[src/design/tlmv_pkg.sv]
// tlmv_pkg: shared types for the track label majority vote block
// hit and summary payload structs, opcode enum, cell chain control struct
// no dependencies
package tlmv_pkg;

	localparam int unsigned LabelW    = 16;
	localparam int unsigned CountW    = 8;
	localparam int unsigned DistinctW = 7;

	typedef enum logic [1:0] {
		OP_LABEL = 2'd0,
		OP_FAKE  = 2'd1,
		OP_SKIP  = 2'd2,
		OP_EMPTY = 2'd3
	} op_t;

	typedef struct packed {
		op_t               op;
		logic [LabelW-1:0] truth_label;
		logic              last_hit;
	} hit_t;

	typedef struct packed {
		logic                 best_valid;
		logic [LabelW-1:0]    best_label;
		logic [CountW-1:0]    true_count;
		logic [CountW-1:0]    wrong_count;
		logic [CountW-1:0]    fake_count;
		logic [DistinctW-1:0] distinct_labels;
		logic                 overflow;
	} sum_t;

	// control travelling with a hit along the cell chain
	typedef struct packed {
		logic vld;
		op_t  op;
		logic last;
		logic hit;
		logic fresh;
	} ctl_t;

endpackage

[src/design/tlmv_cell.sv]
// tlmv_cell: one table entry of the label chain
// holds a label and its count, passes the travelling hit on every cycle that adv is high
// depends on tlmv_pkg
module tlmv_cell #(
	parameter int unsigned LABEL_BITS = 16,
	parameter int unsigned COUNT_BITS = 8
) (
	input  logic                  clk,
	input  logic                  arst_n,
	input  logic                  adv,
	input  tlmv_pkg::ctl_t        prev_ctl,
	input  logic [LABEL_BITS-1:0] prev_label,
	input  logic [COUNT_BITS-1:0] prev_count,
	output tlmv_pkg::ctl_t        next_ctl,
	output logic [LABEL_BITS-1:0] next_label,
	output logic [COUNT_BITS-1:0] next_count
);
	import tlmv_pkg::*;

	localparam logic [COUNT_BITS-1:0] CountMax = '1;
	localparam logic [COUNT_BITS-1:0] CountOne = {{(COUNT_BITS-1){1'b0}}, 1'b1};

	logic                  valid_q;
	logic [LABEL_BITS-1:0] label_q;
	logic [COUNT_BITS-1:0] count_q;
	ctl_t                  ctl_s1;
	logic [LABEL_BITS-1:0] label_s1;
	logic [COUNT_BITS-1:0] count_s1;

	logic                  take;
	logic                  bump;
	logic                  alloc;
	logic                  ends;
	logic [COUNT_BITS-1:0] count_inc;
	ctl_t                  ctl_n;

	always_comb begin
		take      = prev_ctl.vld && (prev_ctl.op == OP_LABEL) && !prev_ctl.hit;
		bump      = take && valid_q && (label_q == prev_label);
		alloc     = take && !valid_q;
		ends      = prev_ctl.vld && ((prev_ctl.op == OP_EMPTY) || prev_ctl.last);
		count_inc = (count_q == CountMax) ? count_q : count_q + CountOne;
		ctl_n       = prev_ctl;
		ctl_n.hit   = prev_ctl.hit | bump | alloc;
		ctl_n.fresh = prev_ctl.fresh | alloc;
	end

	always_ff @(posedge clk or negedge arst_n) begin
		if (!arst_n) begin
			valid_q <= 1'b0;
			ctl_s1  <= '0;
		end else if (adv) begin
			ctl_s1 <= ctl_n;
			// track end clears the entry once the hit has passed
			if (ends) begin
				valid_q <= 1'b0;
			end else if (alloc) begin
				valid_q <= 1'b1;
			end
		end
	end

	always_ff @(posedge clk) begin
		if (adv) begin
			label_s1 <= prev_label;
			if (bump) begin
				count_s1 <= count_inc;
			end else if (alloc) begin
				count_s1 <= CountOne;
			end else begin
				count_s1 <= prev_count;
			end
			if (alloc) begin
				label_q <= prev_label;
				count_q <= CountOne;
			end else if (bump) begin
				count_q <= count_inc;
			end
		end
	end

	assign next_ctl   = ctl_s1;
	assign next_label = label_s1;
	assign next_count = count_s1;

endmodule

[config.mk]
export PLATFORM = sky130hd
export DESIGN_NAME = tlmv_cell
export DESIGN_NICKNAME = d
export VERILOG_FILES = /design/src/design/tlmv_pkg.sv /design/src/design/tlmv_cell.sv
export SDC_FILE = /design/constraint.sdc
export NUM_CORES = 1
export LEC_CHECK = 0
export BUFFER_PORTS_ARGS = -buffer_cell sky130_fd_sc_hd__buf_2
export CAP_MARGIN = 0
export CELL_PAD_IN_SITES_DETAIL_PLACEMENT = 1
export CELL_PAD_IN_SITES_GLOBAL_PLACEMENT = 2
export CORE_ASPECT_RATIO = 0.5
export CORE_MARGIN = 2
export CORE_UTILIZATION = 35
export DETAILED_ROUTE_END_ITERATION = 12
export PLACE_DENSITY_LB_ADDON = 0.1
export SLEW_MARGIN = 20
export SYNTH_ARGS = -nofsm -noshare
export SYNTH_HDL_FRONTEND = slang
export SYNTH_SLANG_ARGS = --single-unit
[constraint.sdc]
create_clock -name clk -period 2.5 [get_ports clk]
set_input_delay 0.5 -clock clk [delete_from_list [all_inputs] [get_ports clk]]
set_output_delay 0.5 -clock clk [all_outputs]
set_load 0.02 [all_outputs]
==> metrics.csv <==
stage,metric,value,unit
status,outcome,completed,
clock_network,cts hold-fix bufs,0,
placed_design,DP HPWL,3450,um
cells_and_area,"Net count, final",254,
timing,Relative slew margins,71.4,%
clock_network,CTS Buffer Depth,2,
clock_network,clock slew at reported path FFs,0.07,ns
timing,final slew viol count,0,
cells_and_area,synthesis-to-finish area growth,27.6,%
detailed_routing,router iterations before antenna repair,4,
placed_design,dpl cells,301,
placed_design,I/O Buffers,62,
logic_synthesis,Mapped Avg Cell Area,15.1,um2
timing,worst slew pin tran,0.425,ns
floorplanning,row count,20,
pwr,Total Power,2.13,mW
logic_synthesis,post-synthesis xor/xnor area fraction,6.96,%
setup_path,reg2reg start,label_q[2],
placed_design,Placed Instance Area,2700,um2
global_route,first-pass GRT wire length,7380,um
logic_synthesis,syn_nets,184,
setup_path,Worst EP arrival,1.86,ns
pwr,maximum VDD drop,341,uV
clock_network,CTS Sinks,55,
logic_synthesis,post-synthesis register bit count,55,
timing,final hold vios,0,
setup_path,Buf/Inv on CP,2,
setup_path,Worst Path Max Fanout,8,
detailed_routing,Vias/cell,4.52,
detailed_routing,number of nets with antenna violations after routing,0,
logic_synthesis,cells after synthesis,150,
cells_and_area,Fillers,680,
clock_network,CTS Root Cell,clkbuf_16,
pwr,Static Leak,1.19,nW
setup_path,crit-path max cell delay,0.32,ns
detailed_routing,WL per Instance,14.8,um
setup_path,WS Path Type,in -> reg,
logic_synthesis,warnings from Yosys,0,
timing,setup_tns,0,ns
pwr,Pwr Density,738,nW/um2
min_path,hold crit path type,in -> async,
cells_and_area,final std cells w/o fill,309,
setup_path,"Slowest-stage cell, CP",nor4b_4,
detailed_routing,Starting DRT DRC Count,22,
global_route,number of global-route vias before repair,1488,
clock_network,# Post-CTS Setup Buffers,0,
setup_path,nature of the critical path endpoint,flip-flop,
cells_and_area,diodes inserted,0,
clock_network,TritonCTS clock tree,built,
timing,Worst Skew,0.00298,ns
flow_run,max cap viols,0,
timing,RSZ-0062 raised after global routing,false,
setup_path,critical-path cell list,"buf_2, nor4b_4, nand4_1, nor3_1, nand4_1, a21boi_1, buf_4",
placed_design,RePlAce Congestion,0.698,
global_route,total grt overflow,0,
logic_synthesis,sequential fraction of the synthesis area,71.3,%
global_route,Tot GR Track Use,13.7,%
setup_path,Crit. Startpoint,prev_ctl[4],
cells_and_area,ratio of cells with drive above 1 in the final layout,36.2,%
logic_synthesis,post-synthesis mux area share,6.41,%
clock_network,clk_lat worst skew,0.28,ns
setup_path,"most used cell, CP",nand4_1,
detailed_routing,final wirelength,4570,um
setup_path,Worst setup SP type,input pin,
logic_synthesis,compound-gate portion of the synthesized area,3.31,%
logic_synthesis,post-synthesis simple-gate area fraction,9.94,%
timing,post-layout minimum cycle time,1.87,ns
cells_and_area,FF+latch area,1620,um2
floorplanning,core footprint,6160,um2
logic_synthesis,unique cell type count in the Yosys netlist,30,
detailed_routing,Remaining DRCs,0,
timing,FMAX,0.536,GHz
setup_path,"Req. time, crit path",2.50,ns
global_route,initial antenna violation count,0,
logic_synthesis,largest family of logic cells by synthesized area,simple AND/OR/NAND/NOR gates,
global_route,largest net degree at the start of global routing,21,
clock_network,Inserted Clock Buffers,5,
floorplanning,IO Count,63,
timing,Setup-failing EPs final,0,
clock_network,Resized cells post-CTS,0,
timing,worst hold slack,0.0344,ns
logic_synthesis,adder-cell area share of the yosys netlist,0.552,%
cells_and_area,area occupied by multi-input gates,616,um2
timing,Final period util,74.7,%
detailed_routing,total number of vias,1397,
floorplanning,die width,118,um
setup_path,top cell family by delay on the critical path,simple AND/OR/NAND/NOR gates,
floorplanning,effective utilization at floorplan,36.8,%
cells_and_area,Final Instance Area,2890,um2
logic_synthesis,"Cell Area, Synth",2270,um2
floorplanning,die area,7170,um2
clock_network,H-tree lvl count,2,
floorplanning,die height,60.9,um
## cell usage after synthesis
cell type	n	area share, %
nor2b_1	1	0.28
buf_1	1	0.17
and3_1	1	0.28
nor3_1	1	0.22
dfrtp_1	7	7.7
nor4b_4	1	1.0
a21oi_1	2	0.44
nand2_1	9	1.5
mux2_2	4	2.0
nand4_1	6	1.7
a21o_1	1	0.33
ha_1	1	0.55
edfxtp_1	48	64
a31oi_1	1	0.28
o211ai_1	1	0.33
a21boi_1	1	0.33
nand2b_1	1	0.28
or2b_1	1	0.33
o21ai_0	4	0.88
nor2_1	15	2.5
mux2i_1	10	4.4
xnor2_1	12	4.6
and2_1	1	0.28
nor4_1	1	0.28
inv_1	3	0.50
nand3_1	6	1.3
clkbuf_1	2	0.33
a41oi_2	1	0.72
buf_6	1	0.50
xor2_1	6	2.3
## final cells by class
cell class | instances | area share, %
Tap cell | 88 | 3.81
Timing Repair Buffer | 67 | 12.0
Multi-Input combinational cell | 88 | 21.3
Sequential cell | 55 | 55.9
Inverter | 3 | 0.390
Clock buffer | 6 | 4.46
Clock inverter | 2 | 2.08
## registers in the layout, summed over array words and instances (netlist names)
name / cells
valid_q: 1
label_q: 16
next_count: 8
next_label: 16
count_q: 8
next_ctl: 6
## worst register-to-register path, delay by kind of cell, from the launching register on
| family | cells | cell delay, ns |
|---|---|---|
| and+or+nand+nor | 3 | 0.54 |
| DFF | 1 | 0.38 |
| AOI/OAI and AO/OA | 1 | 0.21 |
| buffers and inverters | 1 | 0.19 |
| xor gates and xnor gates | 1 | 0.15 |
## power breakdown
part / internal [mW] / switching (mW)
logic: 0.0746 / 0.123
clock network: 0.574 / 0.296
registers: 1.05 / 0.0163
total: 1.70 / 0.435
## logic make-up (layout without fill, tap and decap cells)
| group | after synthesis | count (layout) |
|---|---|---|
| flops | 55 | 55 |
| simple gates | 44 | 44 |
| xor+xnor | 18 | 18 |
| mux | 14 | 14 |
| compound gates | 11 | 11 |
| buf+inv | 7 | 78 |
| fa+ha+maj | 1 | 1 |
## layout by cell type, fill, tap and decap left out, types with 3 or more instances in the layout
master      n
nand2_1     9
nand4_1     6
nor2_1     15
o21ai_0     4
inv_1       3
mux2_2      4
nand3_1     6
xnor2_1    12
buf_2      62
xor2_1      6
edfxtp_1   48
mux2i_1    10
dfrtp_1     7
clkbuf_16   5
buf_4       5
## path summary, 6_finish.rpt
kind,to,slack (ns),cells after the start
worst max register to register,count_q[5],0.74,6
worst min register to register,next_ctl[4],0.50,1
min in group clk,valid_q,0.42,2
worst max-delay path,count_q[5],0.63,7
max in group asynchronous,valid_q,2.31,1
worst min-delay path,next_ctl[3],0.03,1
## through the flow
| stage | worst slack (ns) | util, % |
|---|---|---|
| after floorplan | 0.291 | - |
| after global placement | 0.400 | 43.9 |
| final | 0.633 | 47.0 |
| after global routing | 0.479 | 47.0 |
| after detailed placement | 0.358 | 43.9 |
| after CTS | 0.602 | 47.0 |
## metal layers
metal  up-vias  part of all wire [%]  routed length [um]  GRT usage [%]
met3         5                   4.5                 206           4.14
met5         -                     0                   0              0
met4         0                  0.74                  34           3.61
li1        690                     -                   -              -
met2        34                    48                2210           23.3
met1       668                    46                2120           17.6
No activity file was read; power rests on OpenSTA's default activity.
