## src/design/tlmv_pkg.sv

```systemverilog
// tlmv_pkg: shared types for the track label majority vote block
// hit and summary payload structs, opcode enum, cell chain control struct
// no dependencies
package tlmv_pkg;

	localparam int unsigned LabelW    = 16;
	localparam int unsigned CountW    = 8;
	localparam int unsigned DistinctW = 7;

	typedef enum logic [1:0] {
		OP_LABEL = 2'd0,
		OP_FAKE  = 2'd1,
		OP_SKIP  = 2'd2,
		OP_EMPTY = 2'd3
	} op_t;

	typedef struct packed {
		op_t               op;
		logic [LabelW-1:0] truth_label;
		logic              last_hit;
	} hit_t;

	typedef struct packed {
		logic                 best_valid;
		logic [LabelW-1:0]    best_label;
		logic [CountW-1:0]    true_count;
		logic [CountW-1:0]    wrong_count;
		logic [CountW-1:0]    fake_count;
		logic [DistinctW-1:0] distinct_labels;
		logic                 overflow;
	} sum_t;

	// control travelling with a hit along the cell chain
	typedef struct packed {
		logic vld;
		op_t  op;
		logic last;
		logic hit;
		logic fresh;
	} ctl_t;

endpackage

```

## src/design/tlmv_tally.sv

```systemverilog
// tlmv_tally: end of the label chain, running leader, tallies and summary register
// consumes hits leaving the last cell in order, emits one summary per track
// depends on tlmv_pkg
module tlmv_tally #(
	parameter int unsigned MAX_LABELS = 64,
	parameter int unsigned LABEL_BITS = 16,
	parameter int unsigned COUNT_BITS = 8
) (
	input  logic                  clk,
	input  logic                  arst_n,
	input  logic                  adv,
	input  tlmv_pkg::ctl_t        tail_ctl,
	input  logic [LABEL_BITS-1:0] tail_label,
	input  logic [COUNT_BITS-1:0] tail_count,
	output logic                  res_valid,
	output tlmv_pkg::sum_t        res
);
	import tlmv_pkg::*;

	localparam int unsigned UsedW = $clog2(MAX_LABELS + 1);
	localparam logic [COUNT_BITS-1:0] CountMax = '1;
	localparam logic [COUNT_BITS-1:0] CountOne = {{(COUNT_BITS-1){1'b0}}, 1'b1};
	localparam logic [UsedW-1:0]      UsedOne  = {{(UsedW-1){1'b0}}, 1'b1};

	logic [UsedW-1:0]      used_q,  used_n;
	logic [COUNT_BITS-1:0] fake_q,  fake_n;
	logic [COUNT_BITS-1:0] lab_q,   lab_n;
	logic [LABEL_BITS-1:0] lead_label_q, lead_label_n;
	logic [COUNT_BITS-1:0] lead_count_q, lead_count_n;
	logic                  ovf_q,   ovf_n;
	logic                  res_valid_q;
	sum_t                  res_q;

	logic                  ends;
	logic                  best;
	logic [COUNT_BITS-1:0] wrong;
	logic [LABEL_BITS+LabelW-1:0]    label_ext;
	logic [COUNT_BITS+CountW-1:0]    true_ext;
	logic [COUNT_BITS+CountW-1:0]    wrong_ext;
	logic [COUNT_BITS+CountW-1:0]    fake_ext;
	logic [UsedW+DistinctW-1:0]      used_ext;
	sum_t                  sum_n;

	always_comb begin
		used_n       = used_q;
		fake_n       = fake_q;
		lab_n        = lab_q;
		lead_label_n = lead_label_q;
		lead_count_n = lead_count_q;
		ovf_n        = ovf_q;
		if (tail_ctl.vld) begin
			case (tail_ctl.op)
				OP_LABEL: begin
					if (tail_ctl.hit) begin
						lab_n = (lab_q == CountMax) ? lab_q : lab_q + CountOne;
						if (tail_ctl.fresh) begin
							used_n = used_q + UsedOne;
						end
						if ((tail_count > lead_count_q) ||
						    ((tail_count == lead_count_q) && (tail_label < lead_label_q))) begin
							lead_count_n = tail_count;
							lead_label_n = tail_label;
						end
					end else begin
						// table full, label dropped
						ovf_n = 1'b1;
					end
				end
				OP_FAKE: begin
					fake_n = (fake_q == CountMax) ? fake_q : fake_q + CountOne;
				end
				default: ;
			endcase
		end
	end

	always_comb begin
		ends      = tail_ctl.vld && ((tail_ctl.op == OP_EMPTY) || tail_ctl.last);
		best      = lead_count_n != '0;
		wrong     = lab_n - lead_count_n;
		label_ext = {{LabelW{1'b0}}, (best ? lead_label_n : {LABEL_BITS{1'b0}})};
		true_ext  = {{CountW{1'b0}}, lead_count_n};
		wrong_ext = {{CountW{1'b0}}, wrong};
		fake_ext  = {{CountW{1'b0}}, fake_n};
		used_ext  = {{DistinctW{1'b0}}, used_n};
		sum_n.best_valid      = best;
		sum_n.best_label      = label_ext[LabelW-1:0];
		sum_n.true_count      = true_ext[CountW-1:0];
		sum_n.wrong_count     = wrong_ext[CountW-1:0];
		sum_n.fake_count      = fake_ext[CountW-1:0];
		sum_n.distinct_labels = used_ext[DistinctW-1:0];
		sum_n.overflow        = ovf_n;
	end

	always_ff @(posedge clk or negedge arst_n) begin
		if (!arst_n) begin
			used_q       <= '0;
			fake_q       <= '0;
			lab_q        <= '0;
			lead_label_q <= '0;
			lead_count_q <= '0;
			ovf_q        <= 1'b0;
			res_valid_q  <= 1'b0;
		end else if (adv) begin
			res_valid_q <= ends;
			if (ends) begin
				used_q       <= '0;
				fake_q       <= '0;
				lab_q        <= '0;
				lead_label_q <= '0;
				lead_count_q <= '0;
				ovf_q        <= 1'b0;
			end else begin
				used_q       <= used_n;
				fake_q       <= fake_n;
				lab_q        <= lab_n;
				lead_label_q <= lead_label_n;
				lead_count_q <= lead_count_n;
				ovf_q        <= ovf_n;
			end
		end
	end

	always_ff @(posedge clk) begin
		if (adv && ends) begin
			res_q <= sum_n;
		end
	end

	assign res_valid = res_valid_q;
	assign res       = res_q;

endmodule

```

## config.mk

```make
export PLATFORM = sky130hd
export DESIGN_NAME = tlmv_tally
export DESIGN_NICKNAME = d
export VERILOG_FILES = /design/src/design/tlmv_pkg.sv /design/src/design/tlmv_tally.sv
export SDC_FILE = /design/constraint.sdc
export NUM_CORES = 1
export LEC_CHECK = 0
export BUFFER_PORTS_ARGS = -buffer_cell sky130_fd_sc_hd__buf_2
export CAP_MARGIN = 20
export CORE_MARGIN = 1.5
export CORE_UTILIZATION = 30
export DETAILED_ROUTE_END_ITERATION = 16
export GPL_ROUTABILITY_DRIVEN = 1
export PLACE_DENSITY_LB_ADDON = 0.05
export SLEW_MARGIN = 20
export SYNTH_ARGS = -nofsm -noshare
export SYNTH_HDL_FRONTEND = slang
export SYNTH_SLANG_ARGS = --single-unit
```

## constraint.sdc

```tcl
create_clock -name clk -period 4.9 [get_ports clk]
set_input_delay 0.49 -clock clk [delete_from_list [all_inputs] [get_ports clk]]
set_output_delay 0.49 -clock clk [all_outputs]
set_load 0.005 [all_outputs]
```

==> impl_metrics.env, run 1 <==
export IMPL_io_buffer_count=82
export IMPL_rsz0062_at_grt="false"
export IMPL_crit_type="reg -> reg"
export IMPL_hold_viol=0
export IMPL_fin_cells=769
export IMPL_setup_tns_ns=0
export IMPL_synth_edff_count=49
export IMPL_start_util=0.3083
export IMPL_tritoncts="built"
export IMPL_fmax_ghz=0.2550
export IMPL_max_stage_delay_ns=0.48
export IMPL_min_period_over_period=0.8004
export IMPL_dpl_cell_area_um2=5756
export IMPL_maxCapViolCount=0
export IMPL_detail_route_wl_per_cell_um=16.26
export IMPL_final_setup_viol_count=0
export IMPL_ant_nets=0
export IMPL_fillers=1679
export IMPL_fin_area_um2=6031
export IMPL_ctsResizeCount=0
export IMPL_critPathRequiredTime_ns=5.00
export IMPL_leakagePower_nw=2.576
export IMPL_core_area_um2=16640
export IMPL_dp_hpwl_um=8621
export IMPL_regArea_um2=2698
export IMPL_drtIter0Drc=144
export IMPL_grt_first_pass_wirelength_um=20530
export IMPL_post_cts_buffers=0
export IMPL_final_common_cell="buf_2"
export IMPL_grt_max_degree=50
export IMPL_ys_async_sr_fraction=0.5000
export IMPL_dieArea_um2=17900
export IMPL_r2r_cells=16
export IMPL_arrival_ns=4.03
export IMPL_track_usage=0.1475
export IMPL_yosysWarnings=0
export IMPL_synth_area_top_cells="edfxtp_1 29%, dfrtp_1 24%, ha_1 8.0%"
export IMPL_rows=47
export IMPL_antenna_found_initial=0
export IMPL_drv_slew=0
export IMPL_crit_path_start_kind="flip-flop"
export IMPL_synth_seq_cells=98
export IMPL_route_detailed_drc=0
export IMPL_nets=611
export IMPL_totalWireLength_um=12500
export IMPL_status="finished, final reports clean"
export IMPL_cts_root_buf="clkbuf_16"
export IMPL_diodes=0
export IMPL_hold_class="in -> async"
export IMPL_die_h_um=133.8
export IMPL_ys_flop_type="edfxtp_1"
export IMPL_cp_max_fo=23
export IMPL_slowest_stage="o311a_2"
export IMPL_r2r_start="lead_label_q[2]"
export IMPL_synth_cells=465
export IMPL_vias=3780
export IMPL_firstDrtPassIters=6
export IMPL_rr_endpoint="res[22]"
export IMPL_clock_skew_ns=0.005795
export IMPL_clock_sinks=98
export IMPL_place_congestion=0.7759
export IMPL_syn_mean_instance_area_um2=11.03
export IMPL_worstMarginPinSlew_ns=0.7906
export IMPL_netlist_area_um2=5131
export IMPL_ir_drop_mv=0.1631
export IMPL_cellPowerDensity_nw_per_um2=299.7
export IMPL_critPathCaptureType="flip-flop"
export IMPL_cts_hold_buf=0
export IMPL_rrSetupSlack_ns=0.98
export IMPL_io_pins=83
export IMPL_syn_nets=532
export IMPL_via_per_inst=4.915
export IMPL_grt_pass1_vias=3840
export IMPL_synth_cell_types=48
export IMPL_clockBufferDepth=2
export IMPL_drive_gt1_frac=0.2040
export IMPL_clkTransAtPathRegs_ns=0.07
export IMPL_yosysSeqAreaShare=0.5257
export IMPL_areaGrowthSynthToFinish_pct=17.53
export IMPL_path_cells="inv_1 -> ha_1 -> a211o_1 -> a31oi_1 -> nor4_1 -> nor4_1 -> o311a_2 -> mux2_2 -> ha_1 -> fa_1 -> nor2b_1 -> o21ai_0 -> nand2b_1 -> a21o_1 -> a21oi_1 -> xnor2_1"
export IMPL_cp_depth=16
export IMPL_cts_buffers=9
export IMPL_multi_input_area_um2=2218
export IMPL_clk_latency_ns=0.35
export IMPL_yosysTopAreaCell="edfxtp_1"
export IMPL_relSlewSlack=0.4716
export IMPL_overflow=0
export IMPL_cp_num_buf_inv=1
export IMPL_htree_num_levels=3
export IMPL_synth_top_area_frac=0.2868
export IMPL_placed_cells=753
export IMPL_cp_top_family="compound AO/OA/AOI/OAI gates"
export IMPL_min_period_ns=3.922
export IMPL_die_width_um=133.8
export IMPL_worstSetupEndpoint="res[22]"
export IMPL_crit_start="lead_label_q[2]"
export IMPL_final_cell_mix="82 x buf_2, 49 x dfrtp_1, 49 x edfxtp_1, 47 x nand2_1, 34 x a22o_1"
## worst min path at each step
| stage | cells after the start | end | startpoint |
|---|---|---|---|
| after floorplan | 0 | fake_q[0] | arst_n |
| after global placement | 1 | res_valid | res_valid |
| after detailed placement | 1 | res_valid | res_valid |
| after CTS | 2 | lead_label_q[0] | arst_n |
| after global routing | 2 | lead_label_q[0] | arst_n |
| final | 2 | lead_label_q[0] | arst_n |
## metal layers
metal,track usage,vias up,part of all wire
met5,0,-,0
met4,0.06401,0,0.023
met3,0.02872,17,0.035
met2,0.2342,66,0.46
met1,0.1962,1830,0.48
li1,-,1867,-
## kinds of logic after synthesis
group	Yosys count	synth area share
flip-flops	98	0.5257
multiplexers	7	0.01487
XOR/XNOR	21	0.03584
AND/OR/NAND/NOR	131	0.1236
AO/OA/AOI/OAI	125	0.1719
buffers and inverters	49	0.04365
adder cells (fa/ha/maj)	34	0.08437
## state kept, by name, summed over array words and instances, names as in the netlist
signal	count
used_q	7
ovf_q	1
res	49
lead_label_q	16
res_valid	1
fake_q	8
lab_q	8
lead_count_q	8
## through the flow
stage	setup WS, ns	power, mW	hold WS, ns	utilization
5_1_grt	0.7521	1.905	0.3203	0.3624
2_1_floorplan	1.347	1.062	0.1944	-
6_report	0.9779	1.808	0.2639	0.3624
3_3_place_gp	0.8939	1.157	0.4627	0.3458
3_5_place_dp	0.7558	1.155	0.4719	0.3458
4_1_cts	0.9806	1.842	0.2946	0.3624
## Yosys cell counts, drive strengths merged, types with 4 or more instances
cell type  instances
o21a               4
clkbuf            12
a21o              16
and2               4
nor2b              5
a21oi             16
nand4              7
ha                33
dfrtp             49
inv               29
a22o              34
xnor2             16
xor2               5
nor2              20
edfxtp            49
o31ai              6
nand3             28
o21ai             32
nand2b             4
buf                8
nand2             47
mux2               5
nor4               6
a31oi              4
## report_power, final
part,leakage [nW],switching (mW),total [mW],internal (mW)
Combinational,1.30,0.131,0.217,0.0856
Sequential,1.14,0.0160,0.917,0.901
Clock,0.139,0.303,0.674,0.370
Total,2.58,0.451,1.81,1.36
## cell type report
cell class	instances	area share
Clock buffer	13	0.04315
Clock inverter	3	0.002490
Inverter	29	0.01805
Multi-Input combinational cell	318	0.3678
Sequential cell	98	0.4473
Tap cell	220	0.04564
Timing Repair Buffer	88	0.07552
Power figures use the tool's default switching activity.
==> run 2: changes to the inputs <==
- clock period: 4.9 -> 3.4 ns (I/O delays scaled with it)
==> run 2 against run 1 <==
Against the previous run: the run now ends with negative setup slack left; sequential power increased by 44%; sequential share of layout area decreased by 4.9 points; first-iteration DRC count increased by 29%; flip-flop and latch count unchanged; clock power increased by 56%; die area unchanged; utilization increased by 4.5 points; power increased by 54%; non-clock buffer count increased by 71; register-to-register slack got worse by 1.1 ns; highest routed layer unchanged.
==> impl_metrics.env, run 2 (synthesis gave the netlist of run 1 again) <==
export IMPL_rows=47
export IMPL_met2_length_um=6488
export IMPL_drive_gt1_frac=0.3323
export IMPL_clockBufferDepth=2
export IMPL_fin_cells=840
export IMPL_relSlewSlack=0.4994
export IMPL_hold_viol=0
export IMPL_grt_first_pass_wirelength_um=22150
export IMPL_critPathRequiredTime_ns=3.50
export IMPL_drv_slew=0
export IMPL_clkTransAtPathRegs_ns=0.07
export IMPL_ant_nets=0
export IMPL_arrival_ns=3.66
export IMPL_crit_type="reg -> reg"
export IMPL_clock_sinks=98
export IMPL_critPathCaptureType="flip-flop"
export IMPL_cellPowerDensity_nw_per_um2=410.6
export IMPL_p_sw_mw=0.6989
export IMPL_cts_root_buf="clkbuf_16"
export IMPL_crit_path_start_kind="flip-flop"
export IMPL_fillers=1670
export IMPL_fin_util=0.4069
export IMPL_p_int_mw=2.081
export IMPL_p_seq_frac=0.474
export IMPL_max_stage_delay_ns=0.36
export IMPL_detail_route_wl_per_cell_um=16.16
export IMPL_maxCapViolCount=0
export IMPL_track_usage=0.1599
export IMPL_clk_latency_ns=0.35
export IMPL_wl_met3_um=423
export IMPL_cp_max_fo=3
export IMPL_fin_area_um2=6771
export IMPL_p_clk_frac=0.378
export IMPL_comb_power_share=0.148
export IMPL_final_common_cell="buf_2"
export IMPL_diodes=0
export IMPL_firstDrtPassIters=4
export IMPL_clock_skew_ns=0.005627
export IMPL_areaGrowthSynthToFinish_pct=31.97
export IMPL_tritoncts="built"
export IMPL_status="finished with violations"
export IMPL_final_cell_mix="82 x buf_2, 73 x buf_4, 49 x dfrtp_1, 49 x edfxtp_1, 47 x nand2_1"
export IMPL_switching_share=0.2514
export IMPL_cp_top_family="compound AO/OA/AOI/OAI gates"
export IMPL_rrSetupSlack_ns=-0.15
export IMPL_dp_hpwl_um=9336
export IMPL_hold_class="in -> reg"
export IMPL_nets=682
export IMPL_ir_drop_mv=0.2310
export IMPL_io_buffer_count=82
export IMPL_cts_buffers=9
export IMPL_via_per_inst=4.852
export IMPL_cp_num_buf_inv=3
export IMPL_final_setup_viol_count=3
export IMPL_die_width_um=133.8
export IMPL_min_period_over_period=1.045
export IMPL_path_cells="inv_1 -> ha_1 -> nand4_1 -> buf_4 -> a211oi_2 -> nor4_2 -> o311a_4 -> buf_6 -> nor2_4 -> a21oi_2 -> ha_1 -> nor2b_4 -> o2111ai_2 -> nand4b_1 -> a21oi_2 -> o21bai_1 -> xnor2_1 -> xnor2_1"
export IMPL_dpl_cell_area_um2=6241
export IMPL_worst_slack_ns=-0.1532
export IMPL_fmax_ghz=0.2814
export IMPL_htree_num_levels=3
export IMPL_antenna_found_initial=0
export IMPL_slowest_stage="dfrtp_1"
export IMPL_top_layer="met4"
export IMPL_worstMarginPinSlew_ns=0.7491
export IMPL_totalWireLength_um=13580
export IMPL_largest_reg_flops=49
export IMPL_violations="negative setup slack"
export IMPL_io_pins=83
export IMPL_rsz0062_at_grt="true"
export IMPL_drtIter0Drc=186
export IMPL_route_detailed_drc=0
export IMPL_place_congestion=0.7599
export IMPL_whs_ns=0.2751
export IMPL_vias=4076
export IMPL_grt_max_degree=34
export IMPL_overflow=0
export IMPL_leakagePower_nw=2.982
export IMPL_min_period_ns=3.553
export IMPL_m1WireLength_um=6473
export IMPL_dieArea_um2=17900
export IMPL_grt_pass1_vias=4147
export IMPL_start_util=0.3083
export IMPL_die_h_um=133.8
export IMPL_placed_cells=816
export IMPL_core_area_um2=16640
-- run 2: cell types whose count changed in the layout (fill, tap and decap cells not counted), moves of 3 or more --
cell | before | now
buf_4 | 6 | 73
a21oi_1 | 16 | 11
a21oi_2 | 0 | 5
ha_1 | 33 | 28
ha_4 | 0 | 5
nor2_1 | 19 | 16
-- run 2: routing by layer --
metal  vias to the layer above  GRT usage
met5                         -          0
met4                         0    0.04952
met3                        12    0.03326
met2                        71     0.2615
met1                      1975     0.2130
li1                       2018          -
-- run 2: worst register-to-register path: cells and delay by family, from the launching register on --
| family | cells | cell delay, ns |
|---|---|---|
| AOI/OAI and AO/OA | 6 | 1.06 |
| xor gates and xnor gates | 2 | 0.28 |
| adders and majority gates | 2 | 0.54 |
| buffers and inverters | 3 | 0.39 |
| DFF | 1 | 0.36 |
| and+or+nand+nor | 5 | 0.70 |
-- run 2: stage by stage --
step           setup WS, ns  TNS (ns)  power, mW
2_1_floorplan       0.02083         0      1.531
3_3_place_gp        -0.3474   -0.8399      1.725
3_5_place_dp        -0.3965    -1.233      1.726
4_1_cts             -0.1763   -0.4819      2.822
5_1_grt             -0.3122   -0.7896      2.919
6_report            -0.1532   -0.2142      2.780
-- run 2: layout make-up --
class | count | area (um2) | area share
well taps | 220 | 275.3 | 0.04065
inverters | 29 | 108.9 | 0.01608
repair buffers | 159 | 1011 | 0.1493
multi-input cells | 318 | 2381 | 0.3516
flip-flops and latches | 98 | 2698 | 0.3984
clock inverters | 4 | 51.30 | 0.007576
clock buffers | 12 | 246.5 | 0.03640
-- run 2: path summary, 6_finish.rpt --
path / cells after the start / start / endpoint
min in group asynchronous: 2 / arst_n / lead_count_q[1]
max in group asynchronous: 3 / arst_n / used_q[2]
worst min register to register: 1 / res_valid / res_valid
worst max register to register: 18 / lead_label_q[12] / res[23]
worst max-delay path: 18 / lead_label_q[12] / res[23]
worst min-delay path: 2 / tail_label[11] / lead_label_q[11]
-- run 2: repair_timing --
item	CTS	global route
endpoints found under the hold margin	15	0
pin swaps	14	14
setup buffers	3	7
gates resized for setup	22	10
hold buffers	1	0
setup endpoints to repair	4	5
-- run 2: power groups by stage --
stage | Sequential [mW] | Combinational (mW) | Clock [mW]
finish | 1.32 | 0.411 | 1.05
global route | 1.32 | 0.464 | 1.13
CTS | 1.32 | 0.408 | 1.10
detailed placement | 1.34 | 0.382 | 0
global placement | 1.34 | 0.382 | 0
floorplan | 1.35 | 0.184 | 0
==> run 3: changes to the inputs <==
- CORE_UTILIZATION: 30 -> 24
==> run 3 against run 2 <==
Against the previous run: the run still ends with negative setup slack left; critical endpoint unchanged; non-clock buffer count decreased by 4; sequential power is essentially flat; worst hold slack improved by 0.011 ns; highest routed layer unchanged; fmax is 2.4% higher; first-iteration DRC count down 8.1%; count of clock-buffer cells in the layout decreased by 2; power shrank 1.9%; sequential share of layout area is 0.30 points lower; final cell count grew 6.1%; critical path depth down 1; global-route usage is 2.4 points lower; routed wire length up 6.6%.
==> impl_metrics.env, run 3 (synthesis gave the netlist of run 1 again) <==
export IMPL_clock_sinks=98
export IMPL_final_cell_mix="82 x buf_2, 70 x buf_4, 49 x dfrtp_1, 49 x edfxtp_1, 47 x nand2_1"
export IMPL_p_int_mw=2.006
export IMPL_maxCapViolCount=0
export IMPL_ant_nets=0
export IMPL_critPathCaptureType="flip-flop"
export IMPL_hold_class="in -> reg"
export IMPL_tritoncts="built"
export IMPL_vias=4097
export IMPL_drv_slew=0
export IMPL_final_setup_viol_count=2
export IMPL_firstDrtPassIters=4
export IMPL_die_h_um=149.2
export IMPL_grt_max_degree=35
export IMPL_crit_type="reg -> reg"
export IMPL_track_usage=0.1360
export IMPL_hold_viol=0
export IMPL_clockBufferDepth=2
export IMPL_arrival_ns=3.57
export IMPL_cp_max_fo=6
export IMPL_dieArea_um2=22270
export IMPL_nets=678
export IMPL_diodes=0
export IMPL_ir_drop_mv=0.2697
export IMPL_clk_latency_ns=0.35
export IMPL_critPathRequiredTime_ns=3.50
export IMPL_p_sw_mw=0.7215
export IMPL_drive_gt1_frac=0.3409
export IMPL_p_clk_frac=0.363
export IMPL_dp_hpwl_um=10020
export IMPL_power_total_mw=2.728
export IMPL_p_seq_frac=0.484
export IMPL_place_congestion=0.7668
export IMPL_route_detailed_drc=0
export IMPL_die_width_um=149.2
export IMPL_drtIter0Drc=171
export IMPL_final_common_cell="buf_2"
export IMPL_core_area_um2=21020
export IMPL_cellPowerDensity_nw_per_um2=399.8
export IMPL_grt_first_pass_wirelength_um=23020
export IMPL_antenna_found_initial=0
export IMPL_clock_skew_ns=0.01475
export IMPL_fmax_ghz=0.2882
export IMPL_whs_ns=0.2861
export IMPL_pre_cts_slack_ns=-0.4734
export IMPL_rows=53
export IMPL_cts_root_buf="clkbuf_16"
export IMPL_io_buffer_count=82
export IMPL_fillers=2163
export IMPL_totalWireLength_um=14470
export IMPL_cts_buffers=9
export IMPL_leakagePower_nw=2.949
export IMPL_overflow=0
export IMPL_relSlewSlack=0.4666
export IMPL_worst_slack_ns=-0.06953
export IMPL_grt_pass1_vias=4256
export IMPL_rsz0062_at_grt="true"
export IMPL_detail_route_wl_per_cell_um=16.24
export IMPL_htree_num_levels=3
export IMPL_crit_path_start_kind="flip-flop"
export IMPL_worstMarginPinSlew_ns=0.7981
export IMPL_switching_share=0.2645
export IMPL_violations="negative setup slack"
export IMPL_io_pins=83
export IMPL_largest_reg_flops=49
export IMPL_start_util=0.2441
export IMPL_clkTransAtPathRegs_ns=0.08
export IMPL_areaGrowthSynthToFinish_pct=32.97
export IMPL_status="finished with violations"
export IMPL_comb_power_share=0.153
export IMPL_min_period_ns=3.470
export IMPL_via_per_inst=4.598
export IMPL_min_period_over_period=1.020
run 3: path summary, 6_finish.rpt:
path / from / end / slack, ns / cells after the start
hold / removal: tail_label[10] / lead_label_q[10] / 0.29 / 2
setup reg to reg: lead_label_q[11] / res[23] / -0.07 / 17
hold reg to reg: res_valid / res_valid / 0.48 / 1
max in group asynchronous: arst_n / used_q[5] / 2.01 / 3
min in group asynchronous: arst_n / lead_label_q[0] / 0.52 / 2
setup / recovery: lead_label_q[11] / res[23] / -0.07 / 17
run 3: power by group through the flow:
stage	combinational [mW]	clock [mW]	sequential, mW
floorplan	0.184	0	1.35
global placement	0.390	0	1.34
detailed placement	0.390	0	1.34
CTS	0.416	1.04	1.32
global route	0.469	1.08	1.32
finish	0.418	0.991	1.32
run 3: what timing repair did:
| item | in CTS | in global routing |
|---|---|---|
| buffers inserted | 3 | 2 |
| endpoints found under the setup margin | 5 | 6 |
| hold buffers | 1 | 0 |
| gates resized for setup | 21 | 17 |
| hold endpoints to repair | 12 | 0 |
| pin swaps | 14 | 12 |
run 3: final cells by class:
| type | instances | area (um2) | share of cell area |
|---|---|---|---|
| repair buffers | 155 | 977.2 | 0.1432 |
| clock inverters | 6 | 40.04 | 0.005868 |
| multi-input cells | 318 | 2416 | 0.3541 |
| flip-flops and latches | 98 | 2698 | 0.3954 |
| clock buffers | 10 | 239.0 | 0.03503 |
| inverters | 29 | 108.9 | 0.01595 |
| well taps | 275 | 344.1 | 0.05043 |
run 3: metal layers:
layer,vias up,GRT usage,share of wire
met5,-,0,0
met4,0,0.03911,0.013
met3,11,0.02630,0.030
met1,2007,0.1744,0.46
li1,2008,-,-
met2,71,0.2317,0.50
run 3: worst max-delay path, cell delays in order, from the launching register on:
cell	delay (ns)
dfrtp_1	0.37
inv_1	0.05
ha_1	0.28
buf_4	0.15
a21oi_2	0.16
a21oi_2	0.08
nor4_2	0.37
o311a_4	0.23
buf_4	0.16
nor2_2	0.06
a21oi_2	0.19
ha_1	0.30
o2111ai_2	0.09
nand4b_1	0.17
a21oi_2	0.18
o21bai_1	0.08
xnor2_1	0.15
xnor2_1	0.14
run 3: stage by stage:
stage	instance area [um2]	util	setup TNS (ns)	cells
2_1_floorplan	5132	-	0	465
3_3_place_gp	6302	0.2998	-1.877	870
3_5_place_dp	6302	0.2998	-1.642	870
4_1_cts	6721	0.3197	-0.6392	890
5_1_grt	6823	0.3246	-0.7032	891
6_report	6823	0.3246	-0.1263	891
